File: config.mk
export PLATFORM = sky130hd
export DESIGN_NAME = pmt_section_pid_collector_unit
export DESIGN_NICKNAME = d
export VERILOG_FILES = /design/src/pspc_pkg.sv /design/src/pmt_section_pid_collector_unit.sv /design/src/pspc_list.sv /design/src/pspc_parser.sv
export SDC_FILE = /design/constraint.sdc
export NUM_CORES = 1
export LEC_CHECK = 0
export BUFFER_PORTS_ARGS = -buffer_cell sky130_fd_sc_hd__buf_2
export CAP_MARGIN = 30
export CORE_ASPECT_RATIO = 1.4
export CORE_UTILIZATION = 45
export DETAILED_ROUTE_END_ITERATION = 6
export SKIP_LAST_GASP = 1
export SLEW_MARGIN = 20
export SYNTH_ARGS = -nofsm -noshare
export SYNTH_HDL_FRONTEND = slang
export SYNTH_HIERARCHICAL = 1
export SYNTH_SLANG_ARGS = --single-unit
File: constraint.sdc
create_clock -name clock -period 10.75 [get_ports clock]
set_clock_uncertainty 0.15 [all_clocks]
set_input_delay 2.15 -clock clock [delete_from_list [all_inputs] [get_ports clock]]
set_output_delay 2.15 -clock clock [all_outputs]
set_load 0.05 [all_outputs]
File: src/pspc_pkg.sv
// Shared types and constants for the PMT section PID collector.
package pspc_pkg;

   localparam int BYTE_W   = 8;
   localparam int POS_W    = 13;
   localparam int LEN_W    = 12;
   localparam int PID_W    = 13;
   localparam int PROG_W   = 16;
   localparam int SEEN_W   = 4;
   localparam int SLOT_W   = 3;
   localparam int PHASE_W  = 3;

   // parser phases
   localparam logic [PHASE_W-1:0] PH_HEADER = 3'd0;
   localparam logic [PHASE_W-1:0] PH_SKIP   = 3'd1;
   localparam logic [PHASE_W-1:0] PH_E0     = 3'd2;
   localparam logic [PHASE_W-1:0] PH_E1     = 3'd3;
   localparam logic [PHASE_W-1:0] PH_E2     = 3'd4;
   localparam logic [PHASE_W-1:0] PH_E3     = 3'd5;
   localparam logic [PHASE_W-1:0] PH_E4     = 3'd6;
   localparam logic [PHASE_W-1:0] PH_DONE   = 3'd7;

   // header byte positions
   localparam logic [POS_W-1:0] POS_SLEN_HI = 13'd1;
   localparam logic [POS_W-1:0] POS_SLEN_LO = 13'd2;
   localparam logic [POS_W-1:0] POS_PROG_HI = 13'd3;
   localparam logic [POS_W-1:0] POS_PROG_LO = 13'd4;
   localparam logic [POS_W-1:0] POS_PINF_HI = 13'd10;
   localparam logic [POS_W-1:0] POS_PINF_LO = 13'd11;
   localparam logic [POS_W-1:0] POS_MAX     = 13'h1FFF;

   localparam logic [BYTE_W-1:0] TYPE_VIDEO = 8'd2;
   localparam logic [BYTE_W-1:0] TYPE_AUDIO = 8'd3;
   localparam logic [SEEN_W-1:0] SEEN_MAX   = 4'd15;

   typedef struct packed {
      logic [BYTE_W-1:0] stream_kind;
      logic [PID_W-1:0]  stream_pid;
      logic [LEN_W-1:0]  es_info_len;
      logic [PROG_W-1:0] prog_number;
      logic              video_added;
      logic              audio_added;
      logic [SLOT_W-1:0] slot_index;
      logic              list_full;
      logic              entry_last;
   } pspc_result_type;

endpackage

File: src/pmt_section_pid_collector_unit.sv
// Top level of the PMT section PID collector: input register, parser, result register.
//
// Usage:
//   req_ channel carries one PMT section byte per transaction; req_tuser marks the
//   table_id byte that opens a section. Each elementary stream entry gives one
//   result transaction on the rsp_ channel once its fifth header byte is parsed;
//   rsp_tlast flags the last entry parsed in the section.
//   Video entries (stream type 2) feed a deduplicated PID list and audio entries
//   (stream type 3) a per-program list, both LIST_DEPTH deep, kept across sections.
//   A byte and its result pass through the input register, then the result register,
//   before rsp_tvalid. Throughput: one byte per cycle unless a result stalls, set by
//   the single parser stage, whose state update and list compares are combinational.
//   Stall: while a result waits in the result register, bytes that give no result
//   still move through; a byte that gives a result waits in the input register
//   and req_tready drops only when both registers are held.
//   Reset: synchronous, clears the parser state and both list counts; parsing
//   begins as if a section started at reset. No clearing pass is needed.
module pmt_section_pid_collector_unit
   import pspc_pkg::*;
#(
   parameter int LIST_DEPTH  = 7,
   parameter int MAX_ENTRIES = 10
) (
   input  logic        clock,
   input  logic        reset,
   input  logic        req_tvalid,
   output logic        req_tready,
   input  logic [7:0]  req_tdata,   // [7:0] data_byte
   input  logic        req_tuser,   // [0] section_start
   output logic        rsp_tvalid,
   input  logic        rsp_tready,
   // [12:0] stream_pid, [24:13] es_info_len, [40:25] prog_number, [41] video_added,
   // [42] audio_added, [45:43] slot_index, [46] list_full, [47] zero
   output logic [47:0] rsp_tdata,
   output logic [7:0]  rsp_tuser,   // [7:0] stream_kind
   output logic        rsp_tlast    // entry_last
);

   logic              in_valid_ff, in_valid_in;
   logic [BYTE_W-1:0] in_byte_ff;
   logic              in_start_ff;
   logic              rsp_valid_ff, rsp_valid_in;
   pspc_result_type   rsp_data_ff;
   pspc_result_type   result;
   logic              has_result;
   logic              out_free;
   logic              step;
   logic              req_xact;

   assign out_free   = !rsp_valid_ff || rsp_tready;
   assign step       = in_valid_ff && (!has_result || out_free);
   assign req_tready = !in_valid_ff || step;
   assign req_xact   = req_tvalid && req_tready;

   assign in_valid_in  = req_xact ? 1'b1 : (step ? 1'b0 : in_valid_ff);
   assign rsp_valid_in = (step && has_result) ? 1'b1 : (rsp_tready ? 1'b0 : rsp_valid_ff);

   pspc_parser #(.LIST_DEPTH(LIST_DEPTH), .MAX_ENTRIES(MAX_ENTRIES)) u_parser (
      .clock         (clock),
      .reset         (reset),
      .step          (step),
      .data_byte     (in_byte_ff),
      .section_start (in_start_ff),
      .has_result    (has_result),
      .result        (result)
   );

   always_ff @(posedge clock) begin
      if (reset) begin
         in_valid_ff  <= 1'b0;
         rsp_valid_ff <= 1'b0;
      end else begin
         in_valid_ff  <= in_valid_in;
         rsp_valid_ff <= rsp_valid_in;
      end
   end

   always_ff @(posedge clock) begin
      if (req_xact) begin
         in_byte_ff  <= req_tdata;
         in_start_ff <= req_tuser;
      end
      if (step && has_result) begin
         rsp_data_ff <= result;
      end
   end

   assign rsp_tvalid = rsp_valid_ff;
   assign rsp_tuser  = rsp_data_ff.stream_kind;
   assign rsp_tlast  = rsp_data_ff.entry_last;
   assign rsp_tdata  = {1'b0,
                        rsp_data_ff.list_full,
                        rsp_data_ff.slot_index,
                        rsp_data_ff.audio_added,
                        rsp_data_ff.video_added,
                        rsp_data_ff.prog_number,
                        rsp_data_ff.es_info_len,
                        rsp_data_ff.stream_pid};

   // an entry is never both a video and an audio add
   a_single_add: assert property (@(posedge clock) disable iff (reset)
      rsp_tvalid |-> !(rsp_data_ff.video_added && rsp_data_ff.audio_added))
      else $error("video and audio add in one result");

   // a dropped add reports no slot and no add
   a_full_no_slot: assert property (@(posedge clock) disable iff (reset)
      (rsp_tvalid && rsp_data_ff.list_full) |->
         (rsp_data_ff.slot_index == '0 && !rsp_data_ff.video_added &&
          !rsp_data_ff.audio_added))
      else $error("list_full result with slot or add set");

   // an accepted byte lands in the input register
   a_input_loaded: assert property (@(posedge clock) disable iff (reset)
      req_xact |=> in_valid_ff)
      else $error("accepted byte lost from input register");

   // a held result is not overwritten by the parser
   a_no_overwrite: assert property (@(posedge clock) disable iff (reset)
      (rsp_valid_ff && !rsp_tready) |-> !(step && has_result))
      else $error("result register overwritten while stalled");

endmodule

File: src/pspc_list.sv
// Saturating value list with parallel compare over valid slots; hit lets the caller skip duplicates.
module pspc_list
   import pspc_pkg::*;
#(
   parameter int DEPTH = 7,
   parameter int WIDTH = 13
) (
   input  logic                             clock,
   input  logic                             reset,
   input  logic [WIDTH-1:0]                 value,
   input  logic                             add_en,
   output logic                             hit,
   output logic                             full,
   output logic [$clog2(DEPTH+1)-1:0]       count
);

   localparam int CW = $clog2(DEPTH + 1);

   logic [WIDTH-1:0] list_ff [DEPTH];
   logic [CW-1:0]    count_ff;
   logic [CW-1:0]    count_in;

   always_comb begin
      hit = 1'b0;
      for (int i = 0; i < DEPTH; i++) begin
         if ((count_ff > CW'(i)) && (list_ff[i] == value)) begin
            hit = 1'b1;
         end
      end
   end

   assign full     = (count_ff == CW'(DEPTH));
   assign count    = count_ff;
   assign count_in = (add_en && !full) ? count_ff + 1'b1 : count_ff;

   always_ff @(posedge clock) begin
      if (reset) begin
         count_ff <= '0;
      end else begin
         count_ff <= count_in;
      end
   end

   always_ff @(posedge clock) begin
      for (int i = 0; i < DEPTH; i++) begin
         if (add_en && !full && (count_ff == CW'(i))) begin
            list_ff[i] <= value;
         end
      end
   end

endmodule

File: src/pspc_parser.sv
// Section byte parser: header capture, descriptor skipping, entry decode, list updates.
module pspc_parser
   import pspc_pkg::*;
#(
   parameter int LIST_DEPTH  = 7,
   parameter int MAX_ENTRIES = 10
) (
   input  logic              clock,
   input  logic              reset,
   input  logic              step,
   input  logic [BYTE_W-1:0] data_byte,
   input  logic              section_start,
   output logic              has_result,
   output pspc_result_type   result
);

   localparam int CW = $clog2(LIST_DEPTH + 1);

   logic [POS_W-1:0]   byte_position_ff, byte_position_in;
   logic [LEN_W-1:0]   section_len_ff, section_len_in;
   logic [PROG_W-1:0]  program_ff, program_in;
   logic [LEN_W-1:0]   prog_info_len_ff, prog_info_len_in;
   logic [PHASE_W-1:0] phase_ff, phase_in;
   logic [BYTE_W-1:0]  entry_type_ff, entry_type_in;
   logic [PID_W-1:0]   entry_pid_ff, entry_pid_in;
   logic [LEN_W-1:0]   skip_left_ff, skip_left_in;
   logic [SEEN_W-1:0]  entries_seen_ff, entries_seen_in;

   // state as seen by this byte (start flag clears the section context)
   logic [POS_W-1:0]   pos;
   logic [LEN_W-1:0]   slen;
   logic [PROG_W-1:0]  prog;
   logic [LEN_W-1:0]   pinf;
   logic [PHASE_W-1:0] phase;
   logic [LEN_W-1:0]   skip;
   logic [SEEN_W-1:0]  seen;
   logic [SEEN_W-1:0]  seen_next;
   logic [LEN_W-1:0]   es_len;
   logic [LEN_W-1:0]   pinf_full;
   logic               no_room_now;
   logic               no_room_next;
   logic               is_video, is_audio;
   logic               v_hit, v_full, a_hit, a_full;
   logic               v_add, a_add;
   logic [CW-1:0]      v_count, a_count;

   assign pos   = section_start ? '0 : byte_position_ff;
   assign slen  = section_start ? '0 : section_len_ff;
   assign prog  = section_start ? '0 : program_ff;
   assign pinf  = section_start ? '0 : prog_info_len_ff;
   assign phase = section_start ? PH_HEADER : phase_ff;
   assign skip  = section_start ? '0 : skip_left_ff;
   assign seen  = section_start ? '0 : entries_seen_ff;

   assign es_len    = {skip[LEN_W-1:BYTE_W], data_byte};
   assign pinf_full = {pinf[LEN_W-1:BYTE_W], data_byte};
   assign seen_next = (seen < SEEN_MAX) ? seen + 1'b1 : seen;

   // entry header must fit before the CRC: pos + 5 > len - 1
   assign no_room_now  = ({1'b0, pos} + 14'd6) > {2'b0, slen};
   // next entry starts at pos + 1 + es_len
   assign no_room_next = ({2'b0, pos} + {3'b0, es_len} + 15'd7) > {3'b0, slen};

   assign has_result = (phase == PH_E4);
   assign is_video   = has_result && (entry_type_ff == TYPE_VIDEO);
   assign is_audio   = has_result && (entry_type_ff == TYPE_AUDIO);
   assign v_add      = step && is_video && !v_hit;
   assign a_add      = step && is_audio && !a_hit;

   pspc_list #(.DEPTH(LIST_DEPTH), .WIDTH(PID_W)) u_video_list (
      .clock  (clock),
      .reset  (reset),
      .value  (entry_pid_ff),
      .add_en (v_add),
      .hit    (v_hit),
      .full   (v_full),
      .count  (v_count)
   );

   pspc_list #(.DEPTH(LIST_DEPTH), .WIDTH(PROG_W)) u_audio_list (
      .clock  (clock),
      .reset  (reset),
      .value  (prog),
      .add_en (a_add),
      .hit    (a_hit),
      .full   (a_full),
      .count  (a_count)
   );

   always_comb begin
      byte_position_in = (pos < POS_MAX) ? pos + 1'b1 : pos;
      section_len_in   = slen;
      program_in       = prog;
      prog_info_len_in = pinf;
      phase_in         = phase;
      entry_type_in    = entry_type_ff;
      entry_pid_in     = entry_pid_ff;
      skip_left_in     = skip;
      entries_seen_in  = seen;

      result             = '0;
      result.stream_kind = entry_type_ff;
      result.stream_pid  = entry_pid_ff;
      result.es_info_len = es_len;
      result.prog_number = prog;

      case (phase)
         PH_HEADER: begin
            case (pos)
               POS_SLEN_HI: section_len_in = {data_byte[3:0], 8'h00};
               POS_SLEN_LO: section_len_in = {slen[LEN_W-1:BYTE_W], data_byte};
               POS_PROG_HI: program_in = {data_byte, 8'h00};
               POS_PROG_LO: program_in = {prog[PROG_W-1:BYTE_W], data_byte};
               POS_PINF_HI: prog_info_len_in = {data_byte[3:0], 8'h00};
               POS_PINF_LO: begin
                  prog_info_len_in = pinf_full;
                  if (pinf_full != '0) begin
                     skip_left_in = pinf_full;
                     phase_in     = PH_SKIP;
                  end else begin
                     phase_in = PH_E0;
                  end
               end
               default: ;
            endcase
         end
         PH_SKIP: begin
            if (skip != '0) begin
               skip_left_in = skip - 1'b1;
            end
            if (skip <= 12'd1) begin
               phase_in = PH_E0;
            end
         end
         PH_E0: begin
            if ((seen >= SEEN_W'(MAX_ENTRIES)) || no_room_now) begin
               phase_in = PH_DONE;
            end else begin
               entry_type_in = data_byte;
               phase_in      = PH_E1;
            end
         end
         PH_E1: begin
            entry_pid_in = {data_byte[4:0], 8'h00};
            phase_in     = PH_E2;
         end
         PH_E2: begin
            entry_pid_in = {entry_pid_ff[PID_W-1:BYTE_W], data_byte};
            phase_in     = PH_E3;
         end
         PH_E3: begin
            skip_left_in = {data_byte[3:0], 8'h00};
            phase_in     = PH_E4;
         end
         PH_E4: begin
            entries_seen_in = seen_next;
            if (is_video && !v_hit) begin
               if (!v_full) begin
                  result.video_added = 1'b1;
                  result.slot_index  = SLOT_W'(v_count);
               end else begin
                  result.list_full = 1'b1;
               end
            end
            if (is_audio && !a_hit) begin
               if (!a_full) begin
                  result.audio_added = 1'b1;
                  result.slot_index  = SLOT_W'(a_count);
               end else begin
                  result.list_full = 1'b1;
               end
            end
            result.entry_last = (seen_next >= SEEN_W'(MAX_ENTRIES)) || no_room_next;
            if (result.entry_last) begin
               phase_in     = PH_DONE;
               skip_left_in = '0;
            end else if (es_len != '0) begin
               skip_left_in = es_len;
               phase_in     = PH_SKIP;
            end else begin
               skip_left_in = '0;
               phase_in     = PH_E0;
            end
         end
         default: phase_in = PH_DONE;
      endcase
   end

   always_ff @(posedge clock) begin
      if (reset) begin
         byte_position_ff <= '0;
         section_len_ff   <= '0;
         program_ff       <= '0;
         prog_info_len_ff <= '0;
         phase_ff         <= PH_HEADER;
         entry_type_ff    <= '0;
         entry_pid_ff     <= '0;
         skip_left_ff     <= '0;
         entries_seen_ff  <= '0;
      end else if (step) begin
         byte_position_ff <= byte_position_in;
         section_len_ff   <= section_len_in;
         program_ff       <= program_in;
         prog_info_len_ff <= prog_info_len_in;
         phase_ff         <= phase_in;
         entry_type_ff    <= entry_type_in;
         entry_pid_ff     <= entry_pid_in;
         skip_left_ff     <= skip_left_in;
         entries_seen_ff  <= entries_seen_in;
      end
   end

endmodule

* Yosys cells after proc, flatten, opt, wreduce, memory -nomap -nowiden
Memories as Yosys holds them, arrays and structs flattened.
Index checks and enable logic that the tools add are counted.
** Storage, ports and cells
- Output and inout port bits :: 59
- Input bits :: 13
- Memory bits (writable) :: 203
- Memories :: 2
- Latch bits :: 0
- Memory bits (read-only) :: 0
- Flip-flop bits (word level) :: 166
** Cells by class
- Divide/modulo/power cells :: 0
- $add $sub $neg :: 8
- Eq/ne operators :: 42
- Order comparisons :: 21
- Multipliers :: 0
- Shift operators :: 0
- Reductions and logical operators :: 79
- Multiplexer cells :: 119
- Bitwise logic cells :: 2
** Memories
- u_parser.u_audio_list.list_ff :: depth 7, bits a word 16, read ports 7, clocked after Yosys merged registers in 0, wr ports 1, line pspc_list.sv:19 : logic [WIDTH-1:0] list_ff [DEPTH];
- u_parser.u_video_list.list_ff :: depth 7, bits a word 13, read ports 7, clocked after Yosys merged registers in 0, wr ports 1, line pspc_list.sv:19
** Operators by type and width (number)
- $mux 16 :: 8
- $mux 12 :: 10
- $eq 16x16->1 :: 7
- $mux 13 :: 8
- $reduce_or 16->1 :: 6
- $eq 13x13->1 :: 7
- $reduce_or 13->1 :: 6
- $mux 1 :: 61
- $mux 3 :: 18
- $pmux 12 s2 :: 2
- $pmux 12 s4 :: 1
- $logic_and 1x1->1 :: 41
- $reduce_bool 12->1 :: 3
- $eq 3x3->1 const B :: 11
- $pmux 16 s2 :: 1
- $eq 13x2->1 const B :: 2
- $eq 13x4->1 const B :: 2
- $pmux 13 s2 :: 1
- $mux 4 :: 6
- $pmux 3 s7 :: 1
- $eq 3x2->1 const B :: 6
- $gt 3x3->1 const B :: 6
- $eq 8x2->1 const B :: 2
- $add 15x3->15 const B :: 1
- 25 further kinds :: 54

* Depth between registers and ports, before layout
Gate-level depths: netlist of the first run.
- Depth in word-level cells :: 23
- Gate-level depth with buffers :: 27
- Depth with buffers taken out :: 22

* Modules after synthesis
The synthesis of the first run kept the hierarchy.
** Modules (own cells, without submodules)
- pspc_parser :: cells each 811, times used 1, sequential area each 1701.6 sq um, area each 6344.8 sq um
- pspc_list at u_parser.u_audio_list :: cells each 323, times used 1, sequential area each 3423.3 sq um, area each 5041.1 sq um
- pspc_list at u_parser.u_video_list :: cells each 268, times used 1, sequential area each 2792.7 sq um, area each 4145.2 sq um
- pmt_section_pid_collector_unit :: cells each 79, times used 1, sequential area each 1991.9 sq um, area each 2067.0 sq um

* Worst setup path before layout of the first run
Ideal clock, no wire load.
- Path type :: input-to-reg
- Start :: input rsp_tready
- End :: memory u_parser/u_audio_list/list_ff[4][0] (netlist name) (enable)
- Library setup time :: 0.409 ns
- Stages on the path :: 10
- Arrival time :: 5.050 ns
- Setup slack :: 5.141 ns
- Required time :: 10.191 ns
- Cells stage by stage :: and2b_1 a21boi_1 clkbuf_1 clkbuf_1 clkbuf_1 and2_1 nor2b_1 clkbuf_1 nand2_1 nor3_1
** Between the ends
- Cells in the longest elaborated chain, start to end :: 16
- Elaborated cells on any way between the ends :: 45
- Classes of those cells :: mux: 26; reduce/logical: 19
** Ends and longest elaborated chain
- start: declaration :: line pmt_section_pid_collector_unit.sv:31 : input logic rsp_tready,
- $logic_or 1x1->1 (*) :: line pmt_section_pid_collector_unit.sv:50 : assign out_free = !rsp_valid_ff || rsp_tready;
- $logic_or 1x1->1 (*) :: line pmt_section_pid_collector_unit.sv:51 : assign step = in_valid_ff && (!has_result || out_free);
- $logic_and 1x1->1 (*) :: line pmt_section_pid_collector_unit.sv:51
- net step :: line pmt_section_pid_collector_unit.sv:47 : logic step;
- $logic_and 1x1->1 (*) (2 in series) :: line pspc_parser.sv:68 : assign a_add = step && is_audio && !a_hit;
- net u_parser.a_add :: line pspc_parser.sv:44 : logic v_add, a_add;
- $logic_and 1x1->1 (*) :: line pspc_list.sv:46 : if (add_en && !full && (count_ff == CW'(i))) begin
- $logic_and 1x1->1 :: line pspc_list.sv:46
- $mux 1 :: line pspc_list.sv:46
- $mux 1 (not written as such) :: line pspc_list.sv:47 : list_ff[i] <= value;
- $reduce_or 16->1 (no line)
- $mux 3 (no line) / $mux 1 (equally long branches) (6 in series)
- end: declaration :: line pspc_list.sv:19
Mark *: on every way through the listed nets, which the timed path passes. The rest lies on a longest branch.

* Worst setup path after layout of the first run
- Start :: register in_start_ff
- End :: register u_parser.skip_left_ff[9]
** Between the ends
- Cells in the longest elaborated chain, start to end :: 7
- Elaborated cells on any way between the ends :: 32
- Classes of those cells :: add/sub: 4; order compare: 3; eq/ne: 4; mux: 13; reduce/logical: 8
** Ends and longest elaborated chain
- start: declaration :: line pmt_section_pid_collector_unit.sv:41 : logic in_start_ff;
- start signal: assignment :: line pmt_section_pid_collector_unit.sv:81 : in_start_ff <= req_tuser;
- $mux 13 (tied with other cells) :: line pspc_parser.sv:47 : assign pos = section_start ? '0 : byte_position_ff;
- $add 13x12->14 (tied with other cells) :: line pspc_parser.sv:62 : assign no_room_next = ({2'b0, pos} + {3'b0, es_len} + 15'd7) > {3'b0, slen};
- $add 15x3->15 / $mux 4 (equally long branches) :: line pspc_parser.sv:62, pspc_parser.sv:57
- $gt 15x12->1 / $ge 4x4->1 (equally long branches) :: line pspc_parser.sv:62, pspc_parser.sv:173
- $logic_or 1x1->1 :: line pspc_parser.sv:173 : result.entry_last = (seen_next >= SEEN_W'(MAX_ENTRIES)) || no_room_next;
- $mux 12 :: line pspc_parser.sv:174 : if (result.entry_last) begin
- $pmux 12 s4 :: line pspc_parser.sv:107 : case (phase)
- end signal: assignment :: line pspc_parser.sv:208 : skip_left_ff <= skip_left_in;
- end: declaration :: line pspc_parser.sv:26 : logic [LEN_W-1:0] skip_left_ff, skip_left_in;
Parallel ways exist; a longest one is shown, timed or not.
A chain may end at the register's enable or synchronous reset.

==> summary.txt, run 1 <==
Synth
  • Flops & latches, synth: 361
  • Synthesis Warnings: 6
  • Mapped Cells: 1,481
  • Syn Area/Cell: 11.9 um^2
  • Share of the synthesized area in the top cell type: 45.7%
  • Netlist cell types: 83
  • Ranking of synthesized cells by area: edfxtp_1 (46%), dfxtp_1 (11%), xor2_1 (6.9%), ha_1 (4.8%), xnor2_1 (4.7%)
  • Top FF cell, synth: edfxtp_1
  • Sequential area share after synthesis: 56.3%
  • Post-synth top area cell: edfxtp_1
  • Synthesized cell area: 17,600 um^2
  • Post-synth ARST share: 0%
  • Post-synth EDFFs: 268
  • Commonest cells post-synth: edfxtp_1 (268), xor2_1 (138), nor2_1 (134)
  • Syn_nets: 1,562
  • Dominant cell by count in the synthesized netlist: edfxtp_1

Power and ir drop
  • Leakage: 7.35 nW
  • Peak VDD IR: 0.128 mV
  • Total Power: 2.93 mW
  • Power per cell area: 150 nW/um^2

STA
  • Fin. Hold Viols: 0
  • RSZ-0062 raised after global routing: no
  • Minimum clock period: 5.97 ns
  • Final setup violation count: 0
  • Final WS setup: 4.78 ns
  • Max Transition Viols Final: 0
  • Fmax: 167 MHz
  • Fin crit share: 55.5%
  • Worst Tran Pin Value: 1.01 ns
  • Worst slew margin: 32.4%
  • TNS Setup: 0 ns

Die
  • DIE WIDTH: 169 um
  • Core area: 38,500 um^2
  • Num rows: 85
  • Die ar.: 39,900 um^2
  • Initial core utilization: 45.7%
  • Die outline height: 236 um
  • IO Pins: 72

Critical path
  • Reg2Reg Depth: 23
  • CP arrival: 6.27 ns
  • CP Launch Type: flop
  • Crit. End Element: flop
  • Worst Setup Path Type: reg -> reg
  • R2R Setup Slk: 4.78 ns
  • CP Max Fanout: 37
  • CP required: 11.05 ns

Placement
  • Port buffer count: 70
  • Setup WS pre-CTS: 4.82 ns
  • HPWL after DPL: 27,200 um
  • Inst Count DP: 2,015
  • GP Congestion: 0.898

GRT
  • GR Overflow Total: 0
  • Initial antenna violation count: 0
  • Largest net degree at the start of global routing: 57
  • GR Util All Layers: 20.9%
  • Vias in the first global route: 11,300
  • First-pass GRT wire length: 64,300 um

Detailed routing
  • Drt first pass iters: 5
  • Vias per cell: 5.50
  • DR WL/cell: 19.8 um
  • DRC violations left: 0
  • 1st-iter DRT viols: 763
  • Drt total wl: 41,200 um
  • Antenna Nets Post-Route: 0
  • Total number of vias: 11,500

Layout
  • Final non-filler cell total: 2,083
  • Fin util: 51.0%
  • Area growth from synthesis to layout: 11.5%
  • Diodes inserted: 0
  • Share of cells above drive strength 1: 12.3%
  • Final nets: 1,614

Worst hold path
  • Hold path depth: 2
  • Min-Delay Path Class: reg -> reg

Clocking
  • Clock Latency Late Sink: 0.54 ns
  • CTS Root Cell: clkbuf_16
  • Hold-fix buffers, CTS: 0
  • Setup Buffers After CTS: 0
  • Total CTS buffers: 36
  • Clk buf depth: 3
  • PostCTS Resize Cnt: 0
  • Clock H-tree levels: 2
  • CTS tree: yes
  • Clock slew at reported path FFs: 0.06 ns
  • TritonCTS sink count: 361

Flow run
  • MaxCap Viol Count: 0

Outcome
  • Status: finished, final reports clean
## report_power, final
part	total, mW	internal (mW)	switching [mW]
Clock	1.30	0.775	0.529
Sequential	1.49	1.48	0.00825
Combinational	0.137	0.0458	0.0908
Total	2.93	2.31	0.628
## area by class of cell
class                      count  area, um^2
sequential                   361        9910
clock inverter                14         136
tap                          522         653
timing repair buffer         107         631
clock buffer                  52        1120
inverter                      33         124
fill                        3411       18900
multi-input combinational    994        7050
## through the flow
step                hold slack (ns)  area [um^2]
finish                        0.340        19600
detailed placement            0.320        18400
CTS                           0.341        19600
global route                  0.374        19600
floorplan                     0.271        17600
global placement              0.319        18300
## flip-flops by register name, indices dropped and copies added, names as in the netlist, 8 cells and up
| name | count |
|---|---|
| in_byte_ff | 8 |
| rsp_tdata | 47 |
| u_parser/u_audio_list/list_ff | 112 |
| u_parser/entry_type_ff | 8 |
| u_parser/skip_left_ff | 12 |
| u_parser/section_len_ff | 12 |
| u_parser/program_ff | 16 |
| rsp_tuser | 8 |
| u_parser/entry_pid_ff | 13 |
| u_parser/byte_position_ff | 13 |
| u_parser/u_video_list/list_ff | 91 |
## cells by family after synthesis
| logic type | count (synthesis) | synth area share [%] |
|---|---|---|
| compound gates | 238 | 9.27 |
| fa+ha+maj | 68 | 4.88 |
| buf+inv | 126 | 3.77 |
| simple gates | 433 | 12.9 |
| xor+xnor | 234 | 11.7 |
| flops | 361 | 56.3 |
| mux | 20 | 1.14 |
| other cells | 1 | 0.0213 |
## metal layers
metal / part of all wire [%] / global-route usage (%)
met5: 0 / 0
met4: 4.1 / 9.09
met3: 3.6 / 2.52
met2: 50 / 35.8
met1: 43 / 26.5
## path summary, 6_finish.rpt
| check | from | to |
|---|---|---|
| worst max-delay path | in_start_ff | u_parser/skip_left_ff[9] |
| worst min-delay path | u_parser/program_ff[7] | u_parser/program_ff[7] |
| worst min register to register | u_parser/program_ff[7] | u_parser/program_ff[7] |
| worst max register to register | in_start_ff | u_parser/skip_left_ff[9] |
## critical path, cell delays in order, from the launching register on
cell and delay, ns:
edfxtp_1 0.36, buf_4 0.26, inv_1 0.30, buf_4 0.33, nand2_1 0.23, ha_1 0.32, inv_1 0.06, ha_1 0.19
inv_1 0.07, fa_1 0.41, nor2b_1 0.16, o31a_1 0.17, o21ai_0 0.11, a21oi_1 0.20, o21ai_0 0.13, o311ai_0 0.35
ha_1 0.30, and3_1 0.16, and3_1 0.19, o311ai_0 0.09, a22oi_1 0.16, a211oi_2 0.70, o21ai_0 0.23, a211oi_1 0.23
## cell usage in the layout, fill, tap and decap left out, drive strengths merged, types with 9 or more instances in the layout
cell type  netlist  layout
inv             33      34
nand3           21      21
or4              9       9
clkbuf          44      52
nor2b           38      38
dfxtp           93      93
nor3            29      29
clkinv           0      10
o21ai           52      52
nor4            47      47
edfxtp         268     268
a22oi           41      41
and3            15      15
buf             49     107
a211oi          15      15
a21oi           47      47
xnor2           95      95
a21o            10      10
ha              67      67
xor2           139     139
nand2           76      76
nor2           135     135
mux2i           20      20
nand4           31      31
(Power assumes the default switching activity.)
==> inputs of run 2 (changes only) <==
--- a/config.mk
+++ b/config.mk
@@ -5,6 +5,7 @@
 export SDC_FILE = /design/constraint.sdc
 export NUM_CORES = 1
 export LEC_CHECK = 0
+export ABC_AREA = 1
 export BUFFER_PORTS_ARGS = -buffer_cell sky130_fd_sc_hd__buf_2
 export CAP_MARGIN = 30
 export CORE_ASPECT_RATIO = 1.4
==> constraint.sdc (replaced) <==
create_clock -name clock -period 5.5 [get_ports clock]
set_clock_uncertainty 0.15 [all_clocks]
set_input_delay 1.1 -clock clock [delete_from_list [all_inputs] [get_ports clock]]
set_output_delay 1.1 -clock clock [all_outputs]
set_load 0.05 [all_outputs]
==> run 2 against run 1 <==
The flow now finishes with violations (DRC). Clock power grew 99%. Die area rose by 11%. Non-clock buffer count is 17 higher. Register-to-register slack got worse by 4.0 ns. Power up 110%. Sequential power rose by 99%. Count of clock-buffer cells in the layout is 2 lower. Final cell count up 47%. Worst hold slack worse by 0.026 ns. Wire length is 27% higher. Critical path type unchanged. Critical endpoint is now rsp_tlast.
==> summary.txt, run 2 <==
Critical path
  • CP arrival: 4.85 ns (was 6.27 ns)
  • CP Max Fanout: 23 (was 37)
  • Worst Setup Path Type: reg -> reg (unchanged)
  • CP required: 5.63 ns (was 11.05 ns)
  • Crit. End Element: flop (unchanged)
  • CP Launch Type: flop (unchanged)

STA
  • Final WS setup: 0.782 ns (was 4.78 ns)
  • Minimum clock period: 4.72 ns (was 5.97 ns)
  • Max Transition Viols Final: 0 (unchanged)
  • Fmax: 212 MHz (was 167 MHz)
  • TNS Setup: 0 ns (unchanged)
  • Fin. Hold Viols: 0 (unchanged)
  • Final setup violation count: 0 (unchanged)
  • RSZ-0062 raised after global routing: no (unchanged)
  • Worst slew margin: 42.7% (was 32.4%)
  • Fin crit share: 85.8% (was 55.5%)
  • Worst Tran Pin Value: 0.859 ns (was 1.01 ns)
  • Min Hold Slack: 0.314 ns (was 0.340 ns)

Placement
  • Inst Count DP: 2,999 (was 2,015)
  • HPWL after DPL: 37,000 um (was 27,200 um)
  • Port buffer count: 70 (unchanged)
  • GP Congestion: 0.944 (was 0.898)
  • Setup WS pre-CTS: 0.843 ns (was 4.82 ns)
  • Area post-placement: 20,600 um^2 (was 18,400 um^2)

Die
  • Num rows: 90 (was 85)
  • Core area: 43,000 um^2 (was 38,500 um^2)
  • IO Pins: 72 (unchanged)
  • Die outline height: 249 um (was 236 um)
  • Die ar.: 44,400 um^2 (was 39,900 um^2)
  • DIE WIDTH: 178 um (was 169 um)
  • Initial core utilization: 45.6% (was 45.7%)

Layout
  • Max FFs per register: 112 (unchanged)
  • Number of fillers in the final layout: 4,071 (was 3,411)
  • Commonest cells after routing, fill and taps aside: nand2_1 (758), inv_1 (298), edfxtp_1 (268) (was edfxtp_1 (268), xor2_1 (138), nor2_1 (133))
  • Final non-filler cell total: 3,069 (was 2,083)
  • Sequential Area: 9910 um^2 (unchanged)
  • Area of the multi-input gates: 8040 um^2 (was 7050 um^2)
  • Fin util: 50.9% (was 51.0%)
  • Final nets: 2,568 (was 1,614)
  • Fin area: 21,900 um^2 (was 19,600 um^2)
  • Area growth from synthesis to layout: 11.6% (was 11.5%)
  • Diodes inserted: 0 (unchanged)
  • Share of cells above drive strength 1: 10.4% (was 12.3%)
  • Largest reg by FF count: u_parser/u_audio_list/list_ff (unchanged)
  • Most common cell after layout, fill and taps aside: nand2_1 (was edfxtp_1)

Synth
  • Ranking of synthesized cells by area: edfxtp_1 (41%), nand2_1 (15%), dfxtp_1 (9.5%), inv_1 (5.7%), nor2_1 (5.1%) (was edfxtp_1 (46%), dfxtp_1 (11%), xor2_1 (6.9%), ha_1 (4.8%), xnor2_1 (4.7%))
  • Syn Area/Cell: 8.16 um^2 (was 11.9 um^2)
  • Top FF cell, synth: edfxtp_1 (unchanged)
  • Sequential area share after synthesis: 50.5% (was 56.3%)
  • Commonest cells post-synth: nand2_1 (758), inv_1 (300), edfxtp_1 (268) (was edfxtp_1 (268), xor2_1 (138), nor2_1 (134))
  • Share of the synthesized area in the top cell type: 41.0% (was 45.7%)
  • Syn_nets: 2,483 (was 1,562)
  • Mapped Cells: 2,402 (was 1,481)
  • Post-synth EDFFs: 268 (unchanged)
  • Flops & latches, synth: 361 (unchanged)
  • Dominant cell by count in the synthesized netlist: nand2_1 (was edfxtp_1)
  • Synthesized cell area: 19,600 um^2 (was 17,600 um^2)
  • Post-synth top area cell: edfxtp_1 (unchanged)
  • Netlist cell types: 54 (was 83)
  • Post-synth ARST share: 0% (unchanged)
  • Synthesis Warnings: 6 (unchanged)

Detailed routing
  • Drt first pass iters: 7 (was 5)
  • Antenna Nets Post-Route: 0 (unchanged)
  • DR WL/cell: 17.1 um (was 19.8 um)
  • 1st-iter DRT viols: 1,313 (was 763)
  • DRC violations left: 1 (was 0)
  • Drt total wl: 52,400 um (was 41,200 um)
  • Total number of vias: 15,900 (was 11,500)
  • Vias per cell: 5.17 (was 5.50)

Clocking
  • Clock slew at reported path FFs: 0.06 ns (about the same)
  • PostCTS Resize Cnt: 0 (unchanged)
  • Clk buf depth: 3 (unchanged)
  • Clock H-tree levels: 2 (unchanged)
  • CTS tree: yes (unchanged)
  • TritonCTS sink count: 361 (unchanged)
  • Total CTS buffers: 38 (was 36)
  • Clock Latency Late Sink: 0.54 ns (about the same)
  • CTS Root Cell: clkbuf_16 (unchanged)
  • Hold-fix buffers, CTS: 0 (unchanged)
  • Setup Buffers After CTS: 0 (unchanged)

Power and ir drop
  • Peak VDD IR: 0.205 mV (was 0.128 mV)
  • Total Power: 6.03 mW (was 2.93 mW)
  • Leakage: 9.63 nW (was 7.35 nW)
  • Power per cell area: 276 nW/um^2 (was 150 nW/um^2)

Flow run
  • MaxCap Viol Count: 0 (unchanged)

Outcome
  • Status: finished, violations left (was finished, final reports clean)
  • Failing checks: DRC

GRT
  • GR Overflow Total: 0 (unchanged)
  • Initial antenna violation count: 1 (was 0)
  • First-pass GRT wire length: 82,600 um (was 64,300 um)
  • Vias in the first global route: 15,200 (was 11,300)
  • Largest net degree at the start of global routing: 67 (was 57)
  • GR Util All Layers: 23.9% (was 20.9%)

Worst hold path
  • Min-Delay Path Class: reg -> reg (unchanged)
## run 2: cell count changes in the layout (fill, tap and decap cells not counted), sizes merged, moves of 63 or more
| cell | change |
|---|---|
| a21oi | +63 |
| inv | +294 |
| nand2 | +700 |
| nand3 | +76 |
| nor2 | +144 |
| xor2 | -114 |
## run 2: worst max-delay path: stages, from the launching register on
cell and delay [ns]:
edfxtp_1 0.51, inv_2 0.39, nand2_1 0.25, ha_1 0.25, inv_1 0.05, ha_1 0.17
inv_1 0.06, fa_1 0.39, o21ai_0 0.41, nand2_1 0.09, nand2_1 0.13, nand3_1 0.08
nand2_1 0.08, xor2_1 0.15, ha_1 0.26, nand4_1 0.12, inv_1 0.05, nand2_1 0.06
nand2_1 0.05, nand2_1 0.39, nand3_1 0.19, nand2_1 0.12, inv_1 0.07
## run 2: metal layers
metal / vias up / share of wire, % / global-route usage [%]
met4: 2 / 3.9 / 10.1
met1: 7377 / 42 / 30.6
li1: 7893 / - / -
met5: - / 0.025 / 0
met3: 126 / 5.2 / 3.02
met2: 454 / 48 / 40.1
## run 2: kinds of logic (layout without fill, tap and decap cells)
group	Yosys count	in the layout	share of synthesized area, %
compound gates	265	265	7.48
xor+xnor	68	68	3.04
fa+ha+maj	68	68	4.38
buf+inv	408	523	8.62
flops	361	361	50.5
other cells	1	1	0.0191
simple gates	1231	1231	25.9
## run 2: path summary, 6_finish.rpt
check	from	cells past startpoint	endpoint	slack, ns
setup / recovery	in_start_ff	22	rsp_tlast	0.78
hold / removal	u_parser/program_ff[9]	2	u_parser/program_ff[9]	0.31
setup reg to reg	in_start_ff	22	rsp_tlast	0.78
hold reg to reg	u_parser/program_ff[9]	2	u_parser/program_ff[9]	0.31
## run 2: layout make-up
type | instances | share of cell area [%]
multi-input combinational | 1633 | 36.7
timing repair buffer | 124 | 3.45
clock buffer | 50 | 4.89
inverter | 329 | 5.64
clock inverter | 20 | 0.812
sequential | 361 | 45.3
tap | 552 | 3.16
## run 2: power breakdown
part,switching (mW),total (mW),internal [mW]
sequential,0.0237,2.96,2.93
combinational,0.341,0.485,0.144
clock,1.07,2.59,1.52
total,1.44,6.03,4.59
